$ cat src/bbds_ram.sv
// ----------------------------------------------------------------------------
// bbds_ram
// Simple dual-port RAM for the end-time ring: one write, one registered read.
// ----------------------------------------------------------------------------
module bbds_ram #(
  parameter int DEPTH  = 64,
  parameter int WIDTH  = 48,
  parameter int ADDR_W = 6
) (
  input  logic              clk,
  input  logic              we,
  input  logic [ADDR_W-1:0] waddr,
  input  logic [WIDTH-1:0]  wdata,
  input  logic              re,
  input  logic [ADDR_W-1:0] raddr,
  output logic [WIDTH-1:0]  rdata
);

  logic [WIDTH-1:0] mem [DEPTH];
  logic [WIDTH-1:0] rdata_r;

  always_ff @(posedge clk) begin
    if (we) begin
      mem[waddr] <= wdata;
    end
    if (re) begin
      rdata_r <= mem[raddr];
    end
  end

  assign rdata = rdata_r;

endmodule

$ cat config.mk
export PLATFORM = sky130hd
export DESIGN_NAME = bbds_ram
export DESIGN_NICKNAME = d
export VERILOG_FILES = /design/src/bbds_ram.sv
export SDC_FILE = /design/constraint.sdc
export NUM_CORES = 2
export LEC_CHECK = 0
export ABC_CLOCK_PERIOD_IN_PS = 6500
export BUFFER_PORTS_ARGS = -buffer_cell sky130_fd_sc_hd__buf_4
export CELL_PAD_IN_SITES_DETAIL_PLACEMENT = 0
export CELL_PAD_IN_SITES_GLOBAL_PLACEMENT = 1
export CORE_ASPECT_RATIO = 1.2
export CORE_UTILIZATION = 56
export CTS_CLUSTER_DIAMETER = 150
export DETAILED_ROUTE_END_ITERATION = 10
export PLACE_DENSITY_LB_ADDON = 0.12
export SKIP_CTS_REPAIR_TIMING = 1
export SLEW_MARGIN = 10
export SYNTH_ARGS = -nofsm -noshare
export SYNTH_HDL_FRONTEND = slang
export SYNTH_SLANG_ARGS = --single-unit
$ cat constraint.sdc
create_clock -name clk -period 6.5 [get_ports clk]
set_input_delay 0.65 -clock clk [delete_from_list [all_inputs] [get_ports clk]]
set_output_delay 0.65 -clock clk [all_outputs]
set_load 0.02 [all_outputs]
==> results.py <==
metrics = {
    "synth": {
        "synth-seq-area-share_pct": 79.7,
        "synthFlopType": "edfxtp_1",
        "synth_nets": 5033,
        "yosys.area.top_type_share_pct": 79.7,
        "yosysWarnings": 0,
        "avgSynthCellArea_um2": 23.7,
        "async_flop_share_pct": 0,
        "synth-seq-cells": 3120,
        "synth_cells": 4970,
        "yosys-top-cells-area": "edfxtp_1 (80%), mux4_2 (14%), o22ai_1 (0.65%)",
        "synth_top_cell_by_area": "edfxtp_1",
        "ys_types": 35,
        "synth_area_mm2": 0.118,
        "synth_edf_count": 3120,
    },
    "die": {
        "die_area_mm2": 0.212,
        "chipWidth_um": 420,
        "die_h_um": 504,
        "fp-row-count": 183,
        "top_level_ports": 111,
        "coreArea_mm2": 0.208,
        "initial_core_util_pct": 56.6,
    },
    "worst_hold_path": {
        "min_path_cells": 2,
        "hold_start": "waddr[1]",
        "hp-class": "input pin to flip-flop",
    },
    "global_routing": {
        "grt_pass1_vias": 56945,
        "antenna_found_initial": 21,
        "grt_pass1_wl_mm": 439,
        "gr-total-overflow": 0,
        "grt_max_degree": 94,
        "grt_util_all_layers_pct": 30.1,
    },
    "clock_tree": {
        "clkLatencyLatePin_ns": 0.96,
        "cts.htree.levels": 5,
        "numCtsBuffers": 313,
        "path_clk_slew_ns": 0.06,
        "cts.sinks": 3120,
        "cts_tree": "yes",
        "clockBufferDepth": 4,
        "clockRootBuffer": "clkbuf_16",
    },
    "cells_and_area": {
        "seq_area_mm2": 0.0937,
        "fin_cells": 8279,
        "multi_input_area_mm2": 0.0229,
        "fill_cells": 13937,
        "areaGrowthSynthToFinish_pct": 12.2,
        "layout_commonest_cell": "edfxtp_1",
        "drive_above_1_share_pct": 27.6,
        "nets": 5337,
        "layout.cells.most_common_list": "edfxtp_1 (3120), mux4_2 (754), clkbuf_16 (321)",
        "fin_area_mm2": 0.132,
    },
    "worst_setup_path": {
        "worst-path-max-fanout": 61,
        "arrival_ns": 3.70,
        "crit_required_ns": 7.22,
        "cp-startpoint": "raddr[3]",
        "r2r-start": "mem[26][45]",
        "cp-start-kind": "input pin",
        "cp-end-kind": "flip-flop",
        "crit_top_cell": "a221oi_1",
        "r2r_cells": 4,
        "slowest_delay_ns": 0.92,
        "path_class": "input pin to flip-flop",
        "slowest_stage": "nor2b_4",
        "worstPathCellList": "buf_4 -> nor2b_4 -> buf_12 -> a22o_1 -> a221oi_1 -> a221oi_1",
    },
    "detailed_routing": {
        "firstDrtPassIters": 5,
        "drt_first_iter_violations": 7189,
        "drcViolationCount": 0,
        "ant_nets": 0,
        "drt-total-wl_mm": 313,
        "num_vias": 56324,
        "wl_per_cell_um": 37.9,
        "viasPerCell": 6.80,
    },
    "timing": {
        "period_needed_ns": 2.98,
        "tightest_slew_ns": 1.26,
        "clock.fmax_mhz": 335,
        "fin_crit_sh_pct": 45.9,
        "skew_ns": 0.0387,
        "drv_slew": 0,
        "finalHoldViolCount": 0,
        "fin_tns_setup_ns": 0,
        "rsz0062_at_grt": "false",
        "slew_headroom_pct": 16.0,
        "finalSetupViolCount": 0,
    },
    "outcome": {
        "status": "completed",
    },
    "placed_design": {
        "place.detailed.hpwl_mm": 170,
        "io_buffers": 110,
        "place_congestion": 0.789,
        "placed_area_mm2": 0.123,
        "dp.cells": 7734,
    },
    "power_and_ir_drop": {
        "p_sw_share_pct": 20.7,
        "power_frac_comb_pct": 4.7,
        "ir_drop_uv": 320,
        "clkPwrFrac_pct": 41.1,
        "powerDensity_mw_per_mm2": 313,
        "p_int_mw": 32.7,
        "p_switching_mw": 8.56,
        "p_leak_nw": 40.8,
        "seq_power_share_pct": 54.2,
    },
    "flow_run": {
        "cap_violations": 0,
    },
}
-- sequential cells by signal, summed over array words and instances (netlist names) --
register	count
mem	3072
rdata	48
-- worst paths after layout --
path | to | slack [ns]
hold / removal | mem[49][27] | 0.14
setup / recovery | rdata[41] | 3.52
hold reg to reg | rdata[44] | 0.91
setup reg to reg | rdata[45] | 4.19
-- layout make-up --
cell class | count | share of cell area [%]
clock inverter | 134 | 0.805
antenna | 8 | 0.0152
clock buffer | 403 | 6.32
multi-input combinational | 1568 | 17.4
tap | 2775 | 2.63
timing repair buffer | 271 | 1.82
sequential | 3120 | 71.0
-- power groups by stage --
stage	Combinational, mW	Sequential (mW)	Clock [mW]
global route	2.05	22.4	17.9
finish	1.95	22.4	17.0
floorplan	1.06	22.8	0
detailed placement	1.96	22.8	0
global placement	1.93	22.8	0
CTS	1.96	22.4	17.2
-- per-stage QoR --
step | hold slack [ns] | worst slack (ns) | total power, mW | util, %
final | 0.140 | 3.52 | 41.3 | 63.5
after global routing | 0.134 | 3.37 | 42.4 | 63.5
after CTS | 0.0972 | 3.56 | 41.5 | 63.5
after detailed placement | 0.912 | 2.54 | 24.8 | 58.9
after global placement | 0.902 | 2.55 | 24.7 | 58.9
after floorplan | 0.749 | 1.57 | 23.9 | -
-- synthesized netlist by cell type (55+ instances only) --
cell / n
mux4_2: 754
a22oi_1: 72
a221oi_1: 83
o22ai_1: 122
edfxtp_1: 3120
buf_4: 62
nor2_1: 132
nand2_1: 55
buf_2: 98
clkbuf_1: 98
a21oi_1: 74
mux2i_1: 63
a22o_1: 57
-- cells by family (layout without fill, tap and decap cells) --
logic type	after synthesis	count (layout)	synth area share, %
flip-flops	3120	3120	79.7
multiplexers	829	829	15.1
AO/OA/AOI/OAI	486	486	3.01
buffers and inverters	282	808	1.27
AND/OR/NAND/NOR	253	253	0.953
other	0	8	0
-- worst max-delay path: cells and delay by family --
kind                   cells  cell delay [ns]
buffers and inverters      2             1.00
and+or+nand+nor            1             0.92
AOI/OAI and AO/OA          3             0.74
-- routing by layer --
metal | up-vias | track usage, % | routed length, um
li1 | 22143 | - | -
met1 | 30785 | 41.5 | 118000
met2 | 2817 | 49.1 | 157000
met3 | 565 | 5.12 | 26200
met4 | 14 | 10.5 | 11600
met5 | - | 0 | 83
Power figures use the tool's default switching activity.
