`src/bbds_pkg.sv`:
```
// ----------------------------------------------------------------------------
// bbds_pkg
// Shared widths, defaults, register codes and status codes for the burst birth/death
// scheduler.
// ----------------------------------------------------------------------------
package bbds_pkg;

  localparam int QUEUE_DEPTH_DEF = 64;
  localparam int TIME_BITS_DEF   = 48;

  localparam int RATE_W     = 24;
  localparam int CPS_W      = 32;
  localparam int FIELD_T_W  = 48;
  localparam int GAP_W      = 32;
  localparam int LEN_W      = 32;
  localparam int ACTIVE_W   = 7;
  localparam int INTERVAL_W = 32;
  localparam int STATUS_W   = 2;

  localparam int CFG_IDX_W  = 2;
  localparam int CFG_DATA_W = 48;

  // in: current_time, birth_gap, burst_length -> 112 bits
  localparam int IN_TDATA_W  = 112;
  // out: active_bursts, next_is_birth, event time, packet_interval,
  // status -> 90 bits, padded to 96
  localparam int OUT_TDATA_W = 96;

  localparam logic [RATE_W-1:0]    PACKET_RATE_RST = 24'd1000;
  localparam logic [CPS_W-1:0]     CPS_RST         = 32'd1000000000;
  localparam logic [FIELD_T_W-1:0] END_TIME_RST    = 48'hFFFF_FFFF_FFFF;

  typedef enum logic [CFG_IDX_W-1:0] {
    REG_PACKET_RATE       = 2'd0,
    REG_CYCLES_PER_SECOND = 2'd1,
    REG_END_TIME          = 2'd2
  } cfg_reg_t;

  typedef enum logic [STATUS_W-1:0] {
    ST_OK         = 2'd0,
    ST_QUEUE_FULL = 2'd1,
    ST_NONE_DEATH = 2'd2
  } status_t;

endpackage

```
`src/bbds_div.sv`:
```
// ----------------------------------------------------------------------------
// bbds_div
// Packet interval unit: registered rate * count, then a restoring divide,
// one quotient bit per cycle. Zero divisor gives all ones.
// ----------------------------------------------------------------------------
module bbds_div #(
  parameter int CNT_W = 7
) (
  input  logic                            clk,
  input  logic                            rst_n,
  input  logic                            start,
  input  logic [bbds_pkg::RATE_W-1:0]     rate,
  input  logic [CNT_W-1:0]                count,
  input  logic [bbds_pkg::CPS_W-1:0]      dividend,
  output logic                            done,
  output logic [bbds_pkg::INTERVAL_W-1:0] quot
);
  import bbds_pkg::*;

  localparam int PW    = RATE_W + CNT_W;
  localparam int BIT_W = $clog2(CPS_W);

  typedef enum logic [1:0] {D_IDLE, D_CHECK, D_RUN} dstate_t;

  dstate_t          st_r;
  logic             done_r;
  logic [PW-1:0]    dvs_r;
  logic [PW-1:0]    rem_r;
  logic [CPS_W-1:0] q_r;
  logic [BIT_W-1:0] bit_r;

  logic [PW:0]      trial;
  logic             take;
  logic [PW:0]      diff;

  always_comb begin
    trial = {rem_r, q_r[CPS_W-1]};
    take  = (trial >= {1'b0, dvs_r});
    diff  = trial - {1'b0, dvs_r};
  end

  always_ff @(posedge clk) begin
    if (!rst_n) begin
      st_r   <= D_IDLE;
      done_r <= 1'b0;
    end else begin
      unique case (st_r)
        D_IDLE: begin
          if (start) begin
            dvs_r  <= PW'(rate) * PW'(count);
            q_r    <= dividend;
            rem_r  <= '0;
            bit_r  <= BIT_W'(CPS_W - 1);
            done_r <= 1'b0;
            st_r   <= D_CHECK;
          end
        end
        D_CHECK: begin
          if (dvs_r == '0) begin
            q_r    <= '1;
            done_r <= 1'b1;
            st_r   <= D_IDLE;
          end else begin
            st_r <= D_RUN;
          end
        end
        D_RUN: begin
          q_r   <= {q_r[CPS_W-2:0], take};
          rem_r <= take ? diff[PW-1:0] : trial[PW-1:0];
          bit_r <= bit_r - BIT_W'(1);
          if (bit_r == '0) begin
            done_r <= 1'b1;
            st_r   <= D_IDLE;
          end
        end
        default: st_r <= D_IDLE;
      endcase
    end
  end

  assign done = done_r;
  assign quot = INTERVAL_W'(q_r);

endmodule

```
`config.mk`:
```
export PLATFORM = sky130hd
export DESIGN_NAME = bbds_div
export DESIGN_NICKNAME = d
export VERILOG_FILES = /design/src/bbds_pkg.sv /design/src/bbds_div.sv
export SDC_FILE = /design/constraint.sdc
export NUM_CORES = 1
export LEC_CHECK = 0
export BUFFER_PORTS_ARGS = -buffer_cell sky130_fd_sc_hd__buf_2
export CAP_MARGIN = 20
export CORE_ASPECT_RATIO = 1.4
export CORE_MARGIN = 2
export CORE_UTILIZATION = 60
export CTS_CLUSTER_SIZE = 20
export DETAILED_ROUTE_END_ITERATION = 6
export GPL_ROUTABILITY_DRIVEN = 0
export PLACE_DENSITY = 0.8
export SLEW_MARGIN = 20
export SYNTH_ARGS = -nofsm -noshare
export SYNTH_HDL_FRONTEND = slang
export SYNTH_SLANG_ARGS = --single-unit
```
`constraint.sdc`:
```
create_clock -name clk -period 6.7 [get_ports clk]
set_clock_uncertainty 0.1 [all_clocks]
set_input_delay 1.34 -clock clk [delete_from_list [all_inputs] [get_ports clk]]
set_output_delay 1.34 -clock clk [all_outputs]
set_load 0.01 [all_outputs]
```
==> results.cfg, run 1 <==
[timing]
hold_violation_count_in_the_final_report = 0
timing.final.setup_violations = 0
max_slew_margin_pct = 29.9
finalMaxSlewViolations = 0
setup_tns_ps = 0
fmax_mhz = 160
final_min_period_over_clock_period_pct = 93.4
rsz0062_at_grt = false
tightestPinTransition_ps = 1050
post-route-min-period_ps = 6260

[global_routing]
overflow = 0
grt.met1_usage_pct = 31.7
grt.met2_usage_pct = 44.8
grt_max_degree = 66
track_usage_pct = 25.1
global_route.usage.met3_pct = 2.32
grt_first_pass_wirelength_mm = 41.6
initial_antenna_violation_count = 0
grt_pass1_vias = 9038
busiest_layer = met2

[run]
cap_viol_max_count = 0

[yosys]
synth_enable_flop_cells = 99
synth_nets = 1509
ys_top_cells_by_area = edfxtp_1 (26%), fa_1 (19%), ha_1 (9.3%), and2_1 (6.6%), a21oi_1 (5.9%)
post_synthesis_sequential_area_ratio_pct = 26.6
synth_warnings = 0
number_of_storage_elements_in_the_synthesis_netlist = 102
count_of_unique_library_cells_instantiated_by_yosys = 70
synthDominantAreaCellType = edfxtp_1
async_set_or_reset_register_ratio_after_synthesis_pct = 0
synthesis.area_per_instance_sq_um = 9.15
postSynth.topFlopCell = edfxtp_1
synthesis.instances = 1248
synth_top_area_share_pct = 26.0
netlist_area_sq_mm = 0.0114

[setup_path]
crit_start = count[5]
critPathLaunchType = primary input
timing.critical_path.cells = buf_2 -> and2_1 -> fa_1 -> fa_1 -> fa_1 -> inv_1 -> fa_1 -> inv_1 -> ha_1 -> a21oi_1 -> o211a_1 -> o21ai_0 -> a2111oi_0 -> buf_4 -> nor2_1 -> a211o_1 -> a21oi_1 -> xnor2_1
worst_ep_arrival_ps = 6260
timing.rr.start = dvs_r[0]$_DFFE_PP_
setup.worst_path.end_class = flop
timing.critical_path.required_ps = 6710
worstRegToRegCells = 10
worst-setup-path-type = in2reg
critical_path.max_fanout = 18
max_stage_delay_cell_worst_path = fa_1
timing.critical_path.mode_cell = fa_1
cp_slowest_stage_delay_ps = 540

[place]
buffer_ports.inserted = 98
placedInstanceArea_sq_mm = 0.0121
place_hpwl_mm = 18.9

[worst_hold_path]
hold_path.startpoint = done$_SDFFE_PN0P_
holdCritPathClass = reg2reg
worstHoldPathCells = 2

[detailed_routing]
vias = 8984
firstDrtPassIters = 5
wirelength_mm = 24.5
post_drt_wl_per_cell_microns = 15.5
post-route-drc-count = 0
initialDrtViolationCount = 623
drt.antenna.violating_nets = 0
vias_per_cell = 5.71

[pwr]
power.density_cell_area_mw_per_mm2 = 332
power.total_uw = 4120
cellLeakagePower_uw = 0.00577
vdd.ir_drop.worst_v = 0.000144

[layout]
share_of_final_layout_standard_cells_stronger_than_drive_strength_1_pct = 11.4
diodes = 0
final_cell_mix = inv_1 (159), a21oi_1 (135), nand2_1 (127)
final_common_cell = inv_1
area_growth_pct = 8.65
postLayoutCoreUtil_pct = 66.7
layout.nets = 1586
finished_layout_cell_area_sq_mm = 0.0124

[clocking]
insertion_delay_ps = 350
cts_setup_buffers = 0
htreeDepth = 3
cts_repair_resize_count = 0
clk_pin_slew_ps = 70
clock-sinks = 102
cts_hold_repair.buffers = 0
cts.root.buffer_cell = clkbuf_16
cts_buffers = 9
cts_tree = yes
clock_tree.buffer_depth = 2

[floorplan]
ports_placed_on_the_boundary = 99
num_rows = 59
fp.dieArea_sq_mm = 0.0202
floorplan.initialDensity_pct = 61.4
die_width_microns = 121
die-height_microns = 167
core_area_sq_mm = 0.0186

[outcome]
status = complete, no violations
power by group:
part | internal [uW] | total, uW | switching (uW) | leakage (uW)
registers | 922 | 980 | 58.0 | 0.000942
clock network | 257 | 496 | 239 | 0.000136
logic | 1110 | 2640 | 1530 | 0.00469
total | 2290 | 4120 | 1830 | 0.00577
critical path, delay by kind of cell:
kind / cells / cell delay, ps
AOI/OAI and AO/OA: 6 / 1560
xor gates and xnor gates: 1 / 70
adders and majority gates: 5 / 2390
buffers and inverters: 4 / 590
and+or+nand+nor: 2 / 290
metrics by stage:
stage	worst slack, ps	hold slack [ps]	instances
2_1_floorplan	568	388	1248
6_report	444	371	1574
4_1_cts	541	373	1573
5_1_grt	244	435	1574
3_3_place_gp	260	357	1557
3_5_place_dp	189	363	1557
final cells by class:
cell class | count | area (sq um)
clock buffers | 9 | 225
multi-input cells | 936 | 7540
fillers | 1531 | 6200
repair buffers | 117 | 653
clock inverters | 7 | 53.8
well taps | 244 | 305
inverters | 159 | 597
flip-flops and latches | 102 | 3030
sequential cells by signal (all words and copies together) (netlist names):
register  count
quot         32
st_r          2
rem_r        31
done          1
bit_r         5
dvs_r        31
final timing paths:
kind | slack [ps] | to
max | 440 | dvs_r[27]$_DFFE_PP_
min | 370 | done$_SDFFE_PN0P_
max reg2reg | 3170 | rem_r[20]$_SDFFCE_PN0P_
min reg2reg | 370 | done$_SDFFE_PN0P_
cell usage after synthesis, types with 6 or more instances:
| library cell | n |
|---|---|
| inv_1 | 159 |
| a21oi_1 | 135 |
| nand2_1 | 127 |
| and2_1 | 120 |
| fa_1 | 110 |
| edfxtp_1 | 99 |
| ha_1 | 85 |
| nor2_1 | 69 |
| clkbuf_1 | 34 |
| xnor2_1 | 30 |
| nand3_1 | 28 |
| o21ai_0 | 26 |
| a21o_1 | 25 |
| a211oi_1 | 16 |
| xor2_1 | 14 |
| nand4_1 | 12 |
| nand2b_1 | 9 |
| nor3_1 | 9 |
| nor4_1 | 9 |
| o21bai_1 | 9 |
| and3_1 | 8 |
| a31oi_1 | 7 |
| o21a_1 | 7 |
| a211o_1 | 6 |
| o31ai_1 | 6 |
| or3_1 | 6 |
| or4_1 | 6 |
cells by family after synthesis:
kind of cell | count (synthesis) | synth area share (%)
buffers and inverters | 210 | 7.53
and+or+nand+nor | 424 | 18.9
adders and majority gates | 195 | 28.6
DFF | 102 | 26.6
AOI/OAI and AO/OA | 271 | 14.9
xor gates and xnor gates | 44 | 3.38
muxes | 2 | 0.175
metal layers:
metal  vias up  routed length [microns]
li1       4378                        -
met4         0                      596
met2       263                    12700
met5         -                        0
met3        48                     1060
met1      4295                    10200
Power figures use the tool's default switching activity.
==> run 2, diff against run 1 <==
Settings changed: MAX_ROUTING_LAYER set to met4.
==> results.cfg, run 2 (synthesis results as in run 1) <==
[setup_path]
worst-setup-path-type = in2reg
max_stage_delay_cell_worst_path = fa_1
r2r_slack_ps = 3200
worst_ep_arrival_ps = 6270
critical_path.max_fanout = 18
critPathLaunchType = primary input
timing.critical_path.cells = buf_2 -> and2_1 -> fa_1 -> fa_1 -> fa_1 -> inv_1 -> fa_1 -> inv_1 -> ha_1 -> a21oi_1 -> o211a_1 -> o21ai_0 -> a2111oi_0 -> buf_4 -> nor2_1 -> a211o_1 -> a21oi_1 -> xnor2_1
timing.critical_path.mode_cell = fa_1
setup.worst_path.end_class = flop
cp_slowest_stage_delay_ps = 540
timing.critical_path.required_ps = 6710

[floorplan]
core_area_sq_mm = 0.0186
ports_placed_on_the_boundary = 99
fp.dieArea_sq_mm = 0.0202
floorplan.initialDensity_pct = 61.4
die-height_microns = 167
die_width_microns = 121
num_rows = 59

[clocking]
insertion_delay_ps = 350
cts_buffers = 9
cts.root.buffer_cell = clkbuf_16
clock_tree.buffer_depth = 2
cts_setup_buffers = 0
clock-sinks = 102
cts_tree = yes
clk_pin_slew_ps = 70
htreeDepth = 3
cts_hold_repair.buffers = 0
cts_repair_resize_count = 0

[timing]
max_slew_margin_pct = 29.5
setup_tns_ps = 0
finalMaxSlewViolations = 0
hold_violation_count_in_the_final_report = 0
post-route-min-period_ps = 6260
final_min_period_over_clock_period_pct = 93.5
timing.final.setup_violations = 0
finalHoldWorstSlack_ps = 370
fmax_mhz = 160
tightestPinTransition_ps = 1060
rsz0062_at_grt = false

[place]
place_hpwl_mm = 18.9
buffer_ports.inserted = 98

[detailed_routing]
vias_per_cell = 5.70
post-route-drc-count = 0
drt.antenna.violating_nets = 0
wirelength_mm = 24.5
firstDrtPassIters = 4
post_drt_wl_per_cell_microns = 15.6
vias = 8968
initialDrtViolationCount = 602

[pwr]
vdd.ir_drop.worst_v = 0.000143
power.density_cell_area_mw_per_mm2 = 332
cellLeakagePower_uw = 0.00577

[layout]
layout.filler_cells = 1531
area_growth_pct = 8.65
share_of_final_layout_standard_cells_stronger_than_drive_strength_1_pct = 11.4
final_common_cell = inv_1
diodes = 0
postLayoutCoreUtil_pct = 66.7
final_cell_mix = inv_1 (159), a21oi_1 (135), nand2_1 (127)
largest_register_ff_count = 32
layout.nets = 1586

[outcome]
status = complete, no violations

[global_routing]
initial_antenna_violation_count = 0
track_usage_pct = 25.9
overflow = 0
grt_max_degree = 66
grt_pass1_vias = 9031
grt_first_pass_wirelength_mm = 41.6

[run]
cap_viol_max_count = 0

[worst_hold_path]
holdCritPathClass = reg2reg
run 2: cell counts in the layout (fill, tap and decap cells not counted):
Identical to the previous run, type by type.
run 2: area by class of cell:
type	count	area [sq um]	area share [%]
multi-input combinational	936	7540	60.8
sequential	102	3030	24.5
timing repair buffer	117	653	5.27
inverter	159	597	4.81
tap	244	305	2.46
clock buffer	9	225	1.82
clock inverter	7	53.8	0.434
run 2: worst paths after layout:
check	start	end	cells past startpoint
setup reg to reg	dvs_r[0]$_DFFE_PP_	rem_r[20]$_SDFFCE_PN0P_	10
hold reg to reg	done$_SDFFE_PN0P_	done$_SDFFE_PN0P_	2
setup / recovery	count[5]	dvs_r[27]$_DFFE_PP_	18
hold / removal	done$_SDFFE_PN0P_	done$_SDFFE_PN0P_	2
run 2: layer usage:
layer	global-route usage [%]	wire length [microns]	vias up
met4	8.90	597	0
met1	31.8	10200	4272
met2	44.7	12600	273
met5	-	0	-
li1	-	-	4375
met3	2.32	1060	48
run 2: stage by stage:
step                      worst slack [ps]  instances  area (sq um)  power (uW)
after CTS                              541       1573         12400        4100
after detailed placement               189       1557         12100        3590
final                                  436       1574         12400        4120
after floorplan                        568       1248         11400        3030
after global routing                   244       1574         12400        4520
after global placement                 260       1557         12100        3530
run 2: power by group:
part / switching (uW) / internal [uW]
registers: 57.7 / 922
clock network: 237 / 257
logic: 1530 / 1110
run 2: critical path, delay by kind of cell:
kind                       cells  cell delay (ps)
xor gates and xnor gates       1               70
adders and majority gates      5             2400
AOI/OAI and AO/OA              6             1570
buffers and inverters          4              580
and+or+nand+nor                2              290
